## src/rtl/svl_pkg.sv

```systemverilog
// Shared types, codes and widths for the sorted value list.
package svl_pkg;

   // Default number of stored values
   localparam int CAPACITY_DEF = 64;

   // Fixed field widths
   localparam int KIND_W   = 2;
   localparam int VALUE_W  = 32;
   localparam int STATUS_W = 2;
   localparam int POS_W    = 6;
   localparam int COUNT_W  = 7;

   // Packed stream widths (whole bytes)
   localparam int REQ_DATA_W = 40;
   localparam int RSP_DATA_W = 16;

   // Operation codes
   localparam logic [KIND_W-1:0] KIND_INSERT = 2'd0;
   localparam logic [KIND_W-1:0] KIND_DELETE = 2'd1;
   localparam logic [KIND_W-1:0] KIND_SEARCH = 2'd2;

   // Status codes
   localparam logic [STATUS_W-1:0] ST_OK        = 2'd0;
   localparam logic [STATUS_W-1:0] ST_FULL      = 2'd1;
   localparam logic [STATUS_W-1:0] ST_EMPTY     = 2'd2;
   localparam logic [STATUS_W-1:0] ST_NOT_FOUND = 2'd3;

   // Sequencer states
   typedef enum logic [1:0] {
      ST_IDLE  = 2'b01,
      ST_APPLY = 2'b10
   } state_type;

   // Command broadcast to every cell in the update cycle
   typedef struct packed {
      logic               shr;        // open a slot, move entries up
      logic               shl;        // close a slot, move entries down
      logic [VALUE_W-1:0] ins_value;  // value written into the opened slot
   } cell_cmd_type;

endpackage

```

## src/rtl/svl_pos_enc.sv

```systemverilog
// Boundary encoder: turns the less-than flags of the chain into a position.
module svl_pos_enc
   import svl_pkg::*;
#(
   parameter int CAPACITY = CAPACITY_DEF
) (
   input  logic [CAPACITY-1:0]           lt,
   input  logic [CAPACITY-1:0]           eq,
   output logic [$clog2(CAPACITY+1)-1:0] pos,
   output logic                          found
);

   localparam int CW = $clog2(CAPACITY+1);

   logic [CAPACITY-1:0] lt_prev;
   logic [CAPACITY-1:0] bnd;

   // The chain is sorted, so less-than flags form a prefix; its end is one-hot
   assign lt_prev = {lt[CAPACITY-2:0], 1'b1};
   assign bnd     = ~lt & lt_prev;

   always_comb begin
      pos   = '0;
      found = 1'b0;
      for (int i = 0; i < CAPACITY; i++) begin
         if (bnd[i]) begin
            pos = pos | CW'(i);
         end
         found = found | (bnd[i] & eq[i]);
      end
      // every stored value smaller: boundary sits past the last cell
      if (lt[CAPACITY-1]) begin
         pos = CW'(CAPACITY);
      end
   end

endmodule

```

## config.mk

```make
export PLATFORM = sky130hd
export DESIGN_NAME = svl_pos_enc
export DESIGN_NICKNAME = d
export VERILOG_FILES = /design/src/rtl/svl_pkg.sv /design/src/rtl/svl_pos_enc.sv
export SDC_FILE = /design/constraint.sdc
export NUM_CORES = 1
export LEC_CHECK = 0
export ABC_AREA = 1
export ABC_CLOCK_PERIOD_IN_PS = 1700
export BUFFER_PORTS_ARGS = -buffer_cell sky130_fd_sc_hd__buf_2
export CORE_UTILIZATION = 38
export DETAILED_ROUTE_END_ITERATION = 7
export PLACE_DENSITY_LB_ADDON = 0.3
export SYNTH_ARGS = -nofsm -noshare
export SYNTH_HDL_FRONTEND = slang
export SYNTH_SLANG_ARGS = --single-unit
```

## constraint.sdc

```tcl
create_clock -name vclk -period 1.7
set_input_delay 0.34 -clock vclk [all_inputs]
set_output_delay 0.34 -clock vclk [all_outputs]
set_load 0.005 [all_outputs]
```

# After elaboration in Yosys (flattened, before gate mapping)
# Index checks and enable logic that the tools add are counted.
dict set report op_classes {
  muxes 64
  n_bitwise 129
}
# operator count
set ops {}
lappend ops {{2-to-1 mux 6 bit} 32}
lappend ops {{2-to-1 mux 5 bit} 16}
lappend ops {{AND 1 bit} 64}
lappend ops {{AND 64 bit} 1}
lappend ops {{NOT 64 bit} 1}
lappend ops {{OR 1 bit} 63}
lappend ops {{2-to-1 mux 4 bit} 8}
lappend ops {{2-to-1 mux 3 bit} 4}
lappend ops {{2-to-1 mux 7 bit} 1}
lappend ops {{2-to-1 mux 2 bit} 2}
lappend ops {{2-to-1 mux 1 bit} 1}
dict set report totals {
  reg_bits 0
  input_bits 128
  out_inout_bits 8
  wordCells 193
}

# Longest topological paths before layout
dict set report logic_depth {
  ltp_word 66
  ltp_mapped 9
  depth_no_buf 9
}

# Worst setup path after synthesis
# No wires, ideal clock.
dict set report synth_path {
  kind {input-to-output}
  startpoint {input lt[55]}
  endpoint {output pos[4]}
  t_arrival_ns 0.873
  required_ns 1.360
  slack_ns 0.487
  stages 7
  n_path_buf 0
  cell_sequence {inv_1 -> nand2_1 -> o21ai_1 -> nor2_1 -> nand2_1 -> nor2_2 -> a21oi_1}
}
dict set report synth_via {
  elab_chain_len 12
}
# item line_no
set synth_rtl {}
lappend synth_rtl {{from (decl)} svl_pos_enc.sv:7} ;# input logic [CAPACITY-1:0] lt,
lappend synth_rtl {{NOT 64 bit} svl_pos_enc.sv:20} ;# assign bnd = ~lt & lt_prev;
lappend synth_rtl {{AND 64 bit *} svl_pos_enc.sv:20}
lappend synth_rtl {{2-to-1 mux 6 bit} svl_pos_enc.sv:26} ;# if (bnd[i]) begin
lappend synth_rtl {{2-to-1 mux 6 bit * (8 in a row)} svl_pos_enc.sv:26}
lappend synth_rtl {{2-to-1 mux 7 bit *} svl_pos_enc.sv:32} ;# if (lt[CAPACITY-1]) begin
lappend synth_rtl {{to (decl)} svl_pos_enc.sv:9} ;# output logic [$clog2(CAPACITY+1)-1:0] pos,
# Every way passes the cells marked *; elsewhere a longest branch is shown, timed or not.

# Worst setup path after layout
dict set report layout_path {
  startpoint {input lt[46]}
  endpoint {output pos[3]}
}
dict set report layout_via {
  elab_chain_len 21
}
# item line_no
set layout_rtl {}
lappend layout_rtl {{NOT 64 bit} svl_pos_enc.sv:20}
lappend layout_rtl {{AND 64 bit *} svl_pos_enc.sv:20}
lappend layout_rtl {{2-to-1 mux 6 bit} svl_pos_enc.sv:26}
lappend layout_rtl {{2-to-1 mux 6 bit * (17 in a row)} svl_pos_enc.sv:26}
lappend layout_rtl {{2-to-1 mux 7 bit *} svl_pos_enc.sv:32}
# Marks and branches as above.

==> summary.md <==
| Metric | Value |
|---|---|
| Status | finished clean |
| Most frequent cells in the layout | buf_2, nand2_1, inv_1, nand3_1, nor2_1 |
| Via Count | about 2600 |
| Post-CTS Setup Inserts | 0 |
| Final worst-path cycle share | 95.37% |
| Initial antenna violation count | 0 |
| Fill cells | 435 |
| Minimum clock period | roughly 1.6 ns |
| Horiz. Die Dim | 64.31 um |
| Rows | 22 |
| Pwr Density | between 200 and 250 nW/um^2 |
| Syn_nets | 478 |
| Vias in the first global route | about 2300 |
| Die Y | roughly 64 um |
| CP bufs+invs | 3 |
| Most common cell after layout, fill and taps aside | buf_2 |
| PortBufs | approximately 140 |
| Hold depth | 3 |
| CP delay by family, top | compound AO/OA/AOI/OAI gates |
| CP max stage delay | about 0.18 ns |
| Grt ovf | 0 |
| I/O Pins | 136 |
| Largest net degree at the start of global routing | 8 |
| Worst Path Arrival | between 1 and 1.5 ns |
| Max Fclk | between 600 and 700 MHz |
| Clkbuf count | 0 |
| Post-Place Cell Area | 2216 um^2 |
| First-pass DRT Iterations | 5 |
| Overall power | between 0.5 and 0.6 mW |
| # diodes | 0 |
| Endpoints failing hold | 0 |
| Per-cell routed wire length | about 12 um |
| Distinct cell type count after synthesis | 15 |
| Hold EP | pos[6] |
| HPWL after detailed placement | approximately 5800 um |
| Cells after synthesis | 350 |
| GRT Total Usage | between 30% and 40% |
| Cell area after synthesis | ~1500 um^2 |
| Crit-path max FO | 3 |
| Type of the worst min-delay path | in -> out |
| Worst-Margin Slew | between 0.2 and 0.3 ns |
| Initial DRC count | 161 |
| Post-detailed-route count of antenna-violating nets | 0 |
| Setup-failing EPs final | 0 |
| Startpoint Class | input port |
| Multi-input gate area | roughly 1200 um^2 |
| CP cell instances | buf_2 -> inv_1 -> nand2_1 -> o21ai_1 -> nor2_1 -> nand2_1 -> nor2_1 -> a21oi_1 -> buf_2 |
| Unrepaired setup endpoints after global routing | false |
| Yosys warning total | 0 |
| Final Slew Violations | 0 |
| Setup TNS | 0 ns |
| Post-Route WL | between 6000 and 7000 um |
| Die area | a little over 4000 um^2 |
| # DRC | 0 |
| CP endpoint kind | primary output |
| Max-capacitance violation count | 0 |
| Nets | 616 |
| Crit Path Class | in -> out |
| Min-delay src | lt[63] |
| Layout Area Growth over Synthesis | 50.64% |
| Seq/Total Area, Yosys | 0% |
| Core ar. | 3689 um^2 |
| Syn avg cell area | approximately 4.2 um^2 |
| Max VDD drop | approximately 0.11 mV |
| Final instance area | roughly 2200 um^2 |
| Initial Utilization | 39.99% |
| Max transition margin | between 80% and 90% |
| Post-DR vias/cell | 4.890 |
| Number of sequential cells | 0 |
| Routability-driven placement congestion ratio | between 1 and 1.5 |
| CP max stage cell | a21oi_1 |
| Cell leakage power | ~1.5 nW |
| Req. time, crit path | 1.36 ns |
| Share of layout cells above drive strength 1 | 31.28% |
| First-pass GRT wire length | between 9000 and 10000 um |
| Sequential cell area | 0 um^2 |
## metrics by stage
step / setup WS [ns] / util, % / instances / hold WS [ns]
after floorplan: 0.4872 / - / 350 / 0.7076
after global placement: 0.07757 / 60.07 / 534 / 1.030
after detailed placement: 0.09963 / 60.07 / 534 / 1.034
after CTS: 0.09257 / 60.07 / 534 / 1.034
after global routing: 0.01119 / 60.24 / 534 / 1.051
final: 0.07877 / 60.24 / 534 / 1.032
## logic make-up after synthesis
logic type	after synthesis	synth area share, %
compound gates	35	12.13
buf+inv	82	21.12
simple gates	233	66.75
## Yosys cell counts
library cell,instances,share of area (%)
nor2_1,52,13
o21ai_2,1,0.59
nand2_1,110,28
nand4_1,5,2.1
o21ai_1,14,4.7
o21ai_0,14,4.7
inv_2,8,2.0
clkinv_1,1,0.25
nor2_2,2,0.85
buf_4,1,0.51
inv_1,72,18
nand3b_1,4,2.0
nand3_1,58,20
nand2_2,2,0.85
a21oi_1,6,2.0
## report_power, final
part / total, mW / leakage (nW) / internal [mW] / switching (mW)
sequential: 0 / 0 / 0 / 0
combinational: 0.518 / 1.50 / 0.222 / 0.296
clock: 0 / 0 / 0 / 0
total: 0.518 / 1.50 / 0.222 / 0.296
## layout make-up
class / instances / area share [%]
Multi-Input combinational cell: 268 / 52.65
Inverter: 81 / 13.68
Tap cell: 48 / 2.703
Timing Repair Buffer: 137 / 30.97
## repair_timing
| action | in CTS | in global routing |
|---|---|---|
| setup endpoints to repair | 0 | 3 |
| resized for setup | 0 | 2 |
| hold buffers | 0 | 0 |
## worst max-delay path by stage
stage               startpoint      to  cells after the start
finish                  lt[46]  pos[3]                      9
floorplan               lt[55]  pos[4]                      7
detailed placement      lt[55]  pos[2]                      9
global route            lt[59]  pos[4]                      9
CTS                     lt[55]  pos[2]                      9
global placement        lt[55]  pos[2]                      9
## per-layer routing
metal	part of all wire (%)	vias up	global-route usage, %	wire length [um]
met3	8.7	6	2.321	551
met5	0	-	0	0
met2	46	151	55.66	2942
met1	43	1103	38.97	2757
li1	-	1351	-	-
met4	1.5	0	2.222	98
No activity file was read; power rests on OpenSTA's default activity.
