**src/rtl/svl_pkg.sv**
```systemverilog
// Shared types, codes and widths for the sorted value list.
package svl_pkg;

   // Default number of stored values
   localparam int CAPACITY_DEF = 64;

   // Fixed field widths
   localparam int KIND_W   = 2;
   localparam int VALUE_W  = 32;
   localparam int STATUS_W = 2;
   localparam int POS_W    = 6;
   localparam int COUNT_W  = 7;

   // Packed stream widths (whole bytes)
   localparam int REQ_DATA_W = 40;
   localparam int RSP_DATA_W = 16;

   // Operation codes
   localparam logic [KIND_W-1:0] KIND_INSERT = 2'd0;
   localparam logic [KIND_W-1:0] KIND_DELETE = 2'd1;
   localparam logic [KIND_W-1:0] KIND_SEARCH = 2'd2;

   // Status codes
   localparam logic [STATUS_W-1:0] ST_OK        = 2'd0;
   localparam logic [STATUS_W-1:0] ST_FULL      = 2'd1;
   localparam logic [STATUS_W-1:0] ST_EMPTY     = 2'd2;
   localparam logic [STATUS_W-1:0] ST_NOT_FOUND = 2'd3;

   // Sequencer states
   typedef enum logic [1:0] {
      ST_IDLE  = 2'b01,
      ST_APPLY = 2'b10
   } state_type;

   // Command broadcast to every cell in the update cycle
   typedef struct packed {
      logic               shr;        // open a slot, move entries up
      logic               shl;        // close a slot, move entries down
      logic [VALUE_W-1:0] ins_value;  // value written into the opened slot
   } cell_cmd_type;

endpackage

```
**src/rtl/svl_cell.sv**
```systemverilog
// One storage cell of the sorted chain: holds an entry and its compare flags.
module svl_cell
   import svl_pkg::*;
#(
   parameter int CAPACITY = CAPACITY_DEF,
   parameter int INDEX    = 0
) (
   input  logic                                   clock,
   input  logic                                   cmp_en,
   input  logic signed [VALUE_W-1:0]              cmp_value,
   input  logic [$clog2(CAPACITY+1)-1:0]          count,
   input  cell_cmd_type                           cmd,
   input  logic [VALUE_W-1:0]                     left_value,
   input  logic                                   left_lt,
   input  logic [VALUE_W-1:0]                     right_value,
   output logic [VALUE_W-1:0]                     value,
   output logic                                   lt,
   output logic                                   eq
);

   localparam int CW = $clog2(CAPACITY+1);

   logic [VALUE_W-1:0] value_ff;
   logic               lt_ff;
   logic               eq_ff;
   logic               occupied;

   assign occupied = CW'(INDEX) < count;

   // Compare the stored entry against the incoming item
   always_ff @(posedge clock) begin
      if (cmp_en) begin
         lt_ff <= occupied && ($signed(value_ff) < cmp_value);
         eq_ff <= occupied && ($signed(value_ff) == cmp_value);
      end
   end

   // Shift entries at or above the boundary; on insert the boundary cell takes the new value
   always_ff @(posedge clock) begin
      if (cmd.shr && !lt_ff) begin
         value_ff <= left_lt ? cmd.ins_value : left_value;
      end else if (cmd.shl && !lt_ff) begin
         value_ff <= right_value;
      end
   end

   assign value = value_ff;
   assign lt    = lt_ff;
   assign eq    = eq_ff;

endmodule

```
**config.mk**
```make
export PLATFORM = sky130hd
export DESIGN_NAME = svl_cell
export DESIGN_NICKNAME = d
export VERILOG_FILES = /design/src/rtl/svl_pkg.sv /design/src/rtl/svl_cell.sv
export SDC_FILE = /design/constraint.sdc
export NUM_CORES = 1
export LEC_CHECK = 0
export ABC_AREA = 0
export BUFFER_PORTS_ARGS = -buffer_cell sky130_fd_sc_hd__buf_2
export CORE_UTILIZATION = 42
export CTS_CLUSTER_SIZE = 30
export DETAILED_ROUTE_END_ITERATION = 12
export PLACE_DENSITY = 0.81
export SYNTH_ARGS = -nofsm -noshare
export SYNTH_HDL_FRONTEND = slang
export SYNTH_SLANG_ARGS = --single-unit
```
**constraint.sdc**
```tcl
create_clock -name clock -period 2.4 [get_ports clock]
set_input_delay 0.36 -clock clock [delete_from_list [all_inputs] [get_ports clock]]
set_output_delay 0.36 -clock clock [all_outputs]
set_load 0.02 [all_outputs]
```
* Yosys cells after proc, flatten, opt, wreduce, memory -nomap -nowiden
Cells that the tools add are included. W data, S select, Z words.
Operators by class: order comparisons 2, reduce and logical (&&, ||, !) cells 6, equality and inequality tests 1, $mul 0, shifts and indexed selects 0, bitwise operators 0, mux-type cells 3, divide/modulo/power cells 0, add/sub/neg operators 0
Operators by type and width (number):
- $mux W32 | 3
- $eq A32 B32 Y1 | 1
- $lt A32 B32 Y1 | 1
- $lt A1 B7 Y1 const A | 1
- $logic_and A1 B1 Y1 | 4
- $reduce_bool A2 Y1 | 1
- $logic_not A1 Y1 | 1
Word-level totals: bits in registers 34, memories kept 0, latch bits 0, output and inout port bits 34, input bits 140, bits in writable memories 0, word-level logic and storage cells 15, ROM bits 0

* Logic depth before layout (Yosys ltp)
depth in word-level cells 4, depth in mapped cells 7

* Least setup slack after synthesis
OpenSTA, ideal clock, no wires.
path kind flip-flop to flip-flop, start point reg lt_ff (netlist: lt), end point reg value_ff[0] (netlist: value[0]), enable pin, path slack 0.077 ns, arrival time 1.901 ns, setup time 0.422 ns, buffers on the path 0, cell stages (with the launch flop) 2, cell sequence edfxtp_1 > nor2_1
Between the ends: longest elaborated chain between the ends 3, elaborated cells between the ends (all ways) 4
RTL lines:
- from (decl) | line svl_cell.sv:24 | logic lt_ff;
- from (signal assigned) | line svl_cell.sv:33 | lt_ff <= occupied && ($signed(value_ff) < cmp_value);
- $logic_not A1 Y1 * | line svl_cell.sv:40, svl_cell.sv:42
- $logic_and A1 B1 Y1, on equally long branches | line svl_cell.sv:40, svl_cell.sv:42
- $reduce_bool A2 Y1 (no line) *
- to (signal assigned) | line svl_cell.sv:41 | value_ff <= left_lt ? cmd.ins_value : left_value;
- to (signal assigned) | line svl_cell.sv:43 | value_ff <= right_value;
- to (decl) | line svl_cell.sv:23 | logic [VALUE_W-1:0] value_ff;
Every way passes the cells marked *; elsewhere a longest branch is shown, timed or not. A chain may end at the register's enable or synchronous reset.

* Worst setup path in the final report
start point reg value_ff[15] (netlist: value[15]), end point reg lt_ff (netlist: lt) (data pin)
Between the ends: longest elaborated chain between the ends 2
RTL lines (line):
- $lt A32 B32 Y1 | svl_cell.sv:33
- $logic_and A1 B1 Y1 | svl_cell.sv:33
No other way between the ends.

==> results_tabular.tex <==
\begin{tabular}{lr}
\hline
Metric & Value \\
\hline
\multicolumn{2}{l}{\textbf{Status}} \\
Outcome & finished, final reports clean \\
\multicolumn{2}{l}{\textbf{Synthesis}} \\
Compound-Gate Fraction of Synth Area & 0.1193 \\
Post-synthesis adder-cell area fraction & 0.1577 \\
Net count after synthesis & 437 \\
Async SR Flop Fraction & 0 \\
Total of warnings raised by yosys & 0 \\
Flip-flop and latch count after synthesis & 34 \\
Combinational family with the most area after synthesis & adder cells \\
Simple-gate portion of the synthesized area & 0.1237 \\
Proportion of synthesized area in mux cells & 0.1306 \\
Number of enable-type register cells in the synthesized netlist & 34 \\
Portion of the post-synthesis area used by sequential elements & 0.4022 \\
Post-Synthesis Mean Instance Area & 9.580 um2 \\
Post-Synthesis Cells & 265 \\
Flip-flop cell with the highest count after synthesis & edfxtp\_1 \\
Netlist area before placement & about 2500 um2 \\
Synthesized-area fraction occupied by xor and xnor cells & 0 \\
Number of distinct library cells after synthesis & 25 \\
\multicolumn{2}{l}{\textbf{Clock tree}} \\
Clock insertion delay at the later pin of the skew report & 0.28 ns \\
CTS resizes & 0 \\
TritonCTS clock tree & built \\
Post-CTS clock slew at the launch and capture registers of the worst setup and hold paths & 0.07 ns \\
Number of H-tree branching levels & 2 \\
Num CTS Buffers & 5 \\
Post-CTS setup-driven buffer insertion count & 0 \\
Bufs on Longest Clock Path & 2 \\
Number of clock sinks seen by CTS & 34 \\
CTS Hold Buffers Added & 0 \\
Clock root buffer master & clkbuf\_8 \\
\multicolumn{2}{l}{\textbf{Setup path}} \\
Crit Path Class & register to register \\
Required time of the worst setup path & 2.43 ns \\
Data arrival time of the critical path & between 2 and 2.5 ns \\
Startpoint type of the worst setup path & register \\
Endpoint kind of the worst setup timing path & register \\
Largest fanout on the critical path & 3 \\
\multicolumn{2}{l}{\textbf{STA}} \\
Max-slew headroom at the worst pin & 0.6384 \\
Transition time at the pin with the least slew margin & 0.5424 ns \\
Part of the cycle the worst path needs & 0.9565 \\
Final critical path time including I/O delays and setup & 2.296 ns \\
Final hold violations & 0 \\
Total Negative Setup Slacks & 0 ns \\
Maximum achievable frequency & 435.6 MHz \\
Max Slew Vio Count & 0 \\
WHS & 0.2990 ns \\
Clock skew after layout & 0.005879 ns \\
Unrepaired setup endpoints after global routing & false \\
Final Setup Violations & 0 \\
\multicolumn{2}{l}{\textbf{Floorplan}} \\
Number of core rows & 27 \\
Full die area & 6359 um2 \\
Number of primary I/O pins & approximately 170 \\
Floorplan core area & around 5700 um2 \\
Die extent in y & 79.75 um \\
Initial core utilization & 0.4473 \\
Die X-Extent & 79.75 um \\
\multicolumn{2}{l}{\textbf{Pwr}} \\
Combinational power share & 0.360 \\
Register share of total power & 0.430 \\
Switching power & approximately 630 uW \\
IR drop worst, VDD & 0.2853 mV \\
Leakage power total & 1.934 nW \\
Sw frac & 0.3347 \\
Clk network pwr share & 0.210 \\
Cell Pwr Density & 528.0 nW/um2 \\
Overall power & between 1.5 and 2 mW \\
Internal Pwr Total & 1.260 mW \\
\multicolumn{2}{l}{\textbf{Route}} \\
Number of vias per cell & 4.939 \\
Iteration count of the initial detailed-routing pass & 4 \\
Post-route DRC & 0 \\
Post-DRT Antenna Nets & 0 \\
Detailed Route Iter0 Violations & 52 \\
Total Routed Length & $\sim$6800 um \\
Routed wire per std cell & 13.27 um \\
Routed via count & roughly 2500 \\
\multicolumn{2}{l}{\textbf{Placement}} \\
HPWL after detailed placement & approximately 5600 um \\
Buffers on Ports & 173 \\
Routability Congestion & between 0.7 and 0.8 \\
\multicolumn{2}{l}{\textbf{Final layout}} \\
\# diodes & 0 \\
Layout fillers & around 500 \\
Synth-to-layout area growth & 41.25\% \\
Sequential cell area & about 1000 um2 \\
Multi-input gate area in the final layout & 1359 um2 \\
Final net count & 611 \\
Fraction of final layout cells sized beyond drive strength 1 & 0.4282 \\
Post-route core utilization & 0.6318 \\
\multicolumn{2}{l}{\textbf{Global routing}} \\
Via count of the first global-routing pass & around 2400 \\
Overall track demand over capacity in global routing & 0.2126 \\
Initial antenna violation count & 0 \\
Global route overflow & 0 \\
Wire length of the first global-routing pass & 10330 um \\
Largest net degree at the start of global routing & 34 \\
\multicolumn{2}{l}{\textbf{Flow run}} \\
Maximum Capacitance Violations & 0 \\
\multicolumn{2}{l}{\textbf{Min path}} \\
Worst min-delay path category & input port to register \\
\hline
\end{tabular}
==> state kept, by name, indices dropped and copies added, names as in the netlist <==
name	cells
lt	1
eq	1
value	32
==> placed cells by master, fill, tap and decap left out <==
cell type,synthesis,routed
a211oi_1,2,2
a21o_1,1,1
a21oi_1,14,14
a31oi_1,1,1
and4_1,2,2
buf_12,0,1
buf_2,3,173
buf_4,0,4
clkbuf_1,8,2
clkbuf_8,0,5
edfxtp_1,34,34
ha_1,32,32
inv_1,33,33
mux2_2,1,1
mux2i_1,32,32
nand2_1,42,42
nand2b_1,3,2
nand2b_2,0,1
nand4_1,4,4
nor2_1,5,4
nor2_4,0,1
nor2b_1,2,2
nor4_1,2,2
nor4_4,1,1
nor4b_1,1,1
nor4bb_1,1,1
o21ai_0,32,32
o21ai_1,7,7
o31a_1,1,1
or4_4,1,1
==> power by group through the flow <==
stage / logic [mW] / clock network (mW) / registers, mW
final: 0.681 / 0.398 / 0.815
after global routing: 0.759 / 0.421 / 0.825
after CTS: 0.690 / 0.410 / 0.816
after detailed placement: 0.684 / 0 / 0.829
after global placement: 0.663 / 0 / 0.826
after floorplan: 0.301 / 0 / 0.924
==> worst max-delay path, cell delays in order (launching register included) <==
cell and delay (ns):
edfxtp_1 0.43, ha_1 0.34, nand4_1 0.13, nor4_1 0.43
o21ai_1 0.12, a31oi_1 0.23, mux2_2 0.36
==> kinds of logic (layout without fill, tap and decap cells) <==
kind of cell	Yosys count	after routing
and+or+nand+nor	64	64
AOI/OAI and AO/OA	58	58
buffers and inverters	44	218
DFF	34	34
muxes	33	33
adders and majority gates	32	32
==> cell type report <==
cell class                      count  share of cell area
Multi-Input combinational cell    187              0.3789
Sequential cell                    34              0.2847
Inverter                           33             0.03454
Tap cell                           72             0.02512
Timing Repair Buffer              178              0.2554
Clock buffer                        7             0.02128
==> worst paths after layout <==
path              startpoint  endpoint  slack [ns]  depth (start not counted)
setup / recovery   value[15]        lt        0.10                          6
hold / removal        cmp_en        eq        0.30                          1
setup reg to reg   value[15]        lt        0.10                          6
hold reg to reg     value[1]        eq        0.87                          3
==> layer usage <==
layer	part of all wire	vias to the layer above	track usage
met3	0.055	19	0.03886
met4	0.029	0	0.1036
met5	0	-	0
li1	-	1292	-
met2	0.51	101	0.3744
met1	0.41	1112	0.2464
==> synthesized netlist by cell type, types with 4 or more instances <==
cell type	instances	area share
nand2_1	42	0.062
edfxtp_1	34	0.40
inv_1	33	0.049
ha_1	32	0.16
mux2i_1	32	0.13
o21ai_0	32	0.063
a21oi_1	14	0.028
clkbuf_1	8	0.012
o21ai_1	7	0.014
nor2_1	5	0.0074
nand4_1	4	0.0099
==> per-stage QoR <==
stage,area (um2),setup WS (ns),std cells
6_report,3586,0.1044,511
5_1_grt,3586,0.01917,511
4_1_cts,3586,0.1121,511
3_5_place_dp,3510,0.1171,504
3_3_place_gp,3510,0.1936,504
2_1_floorplan,2539,0.07676,265
Power figures use the tool's default switching activity.
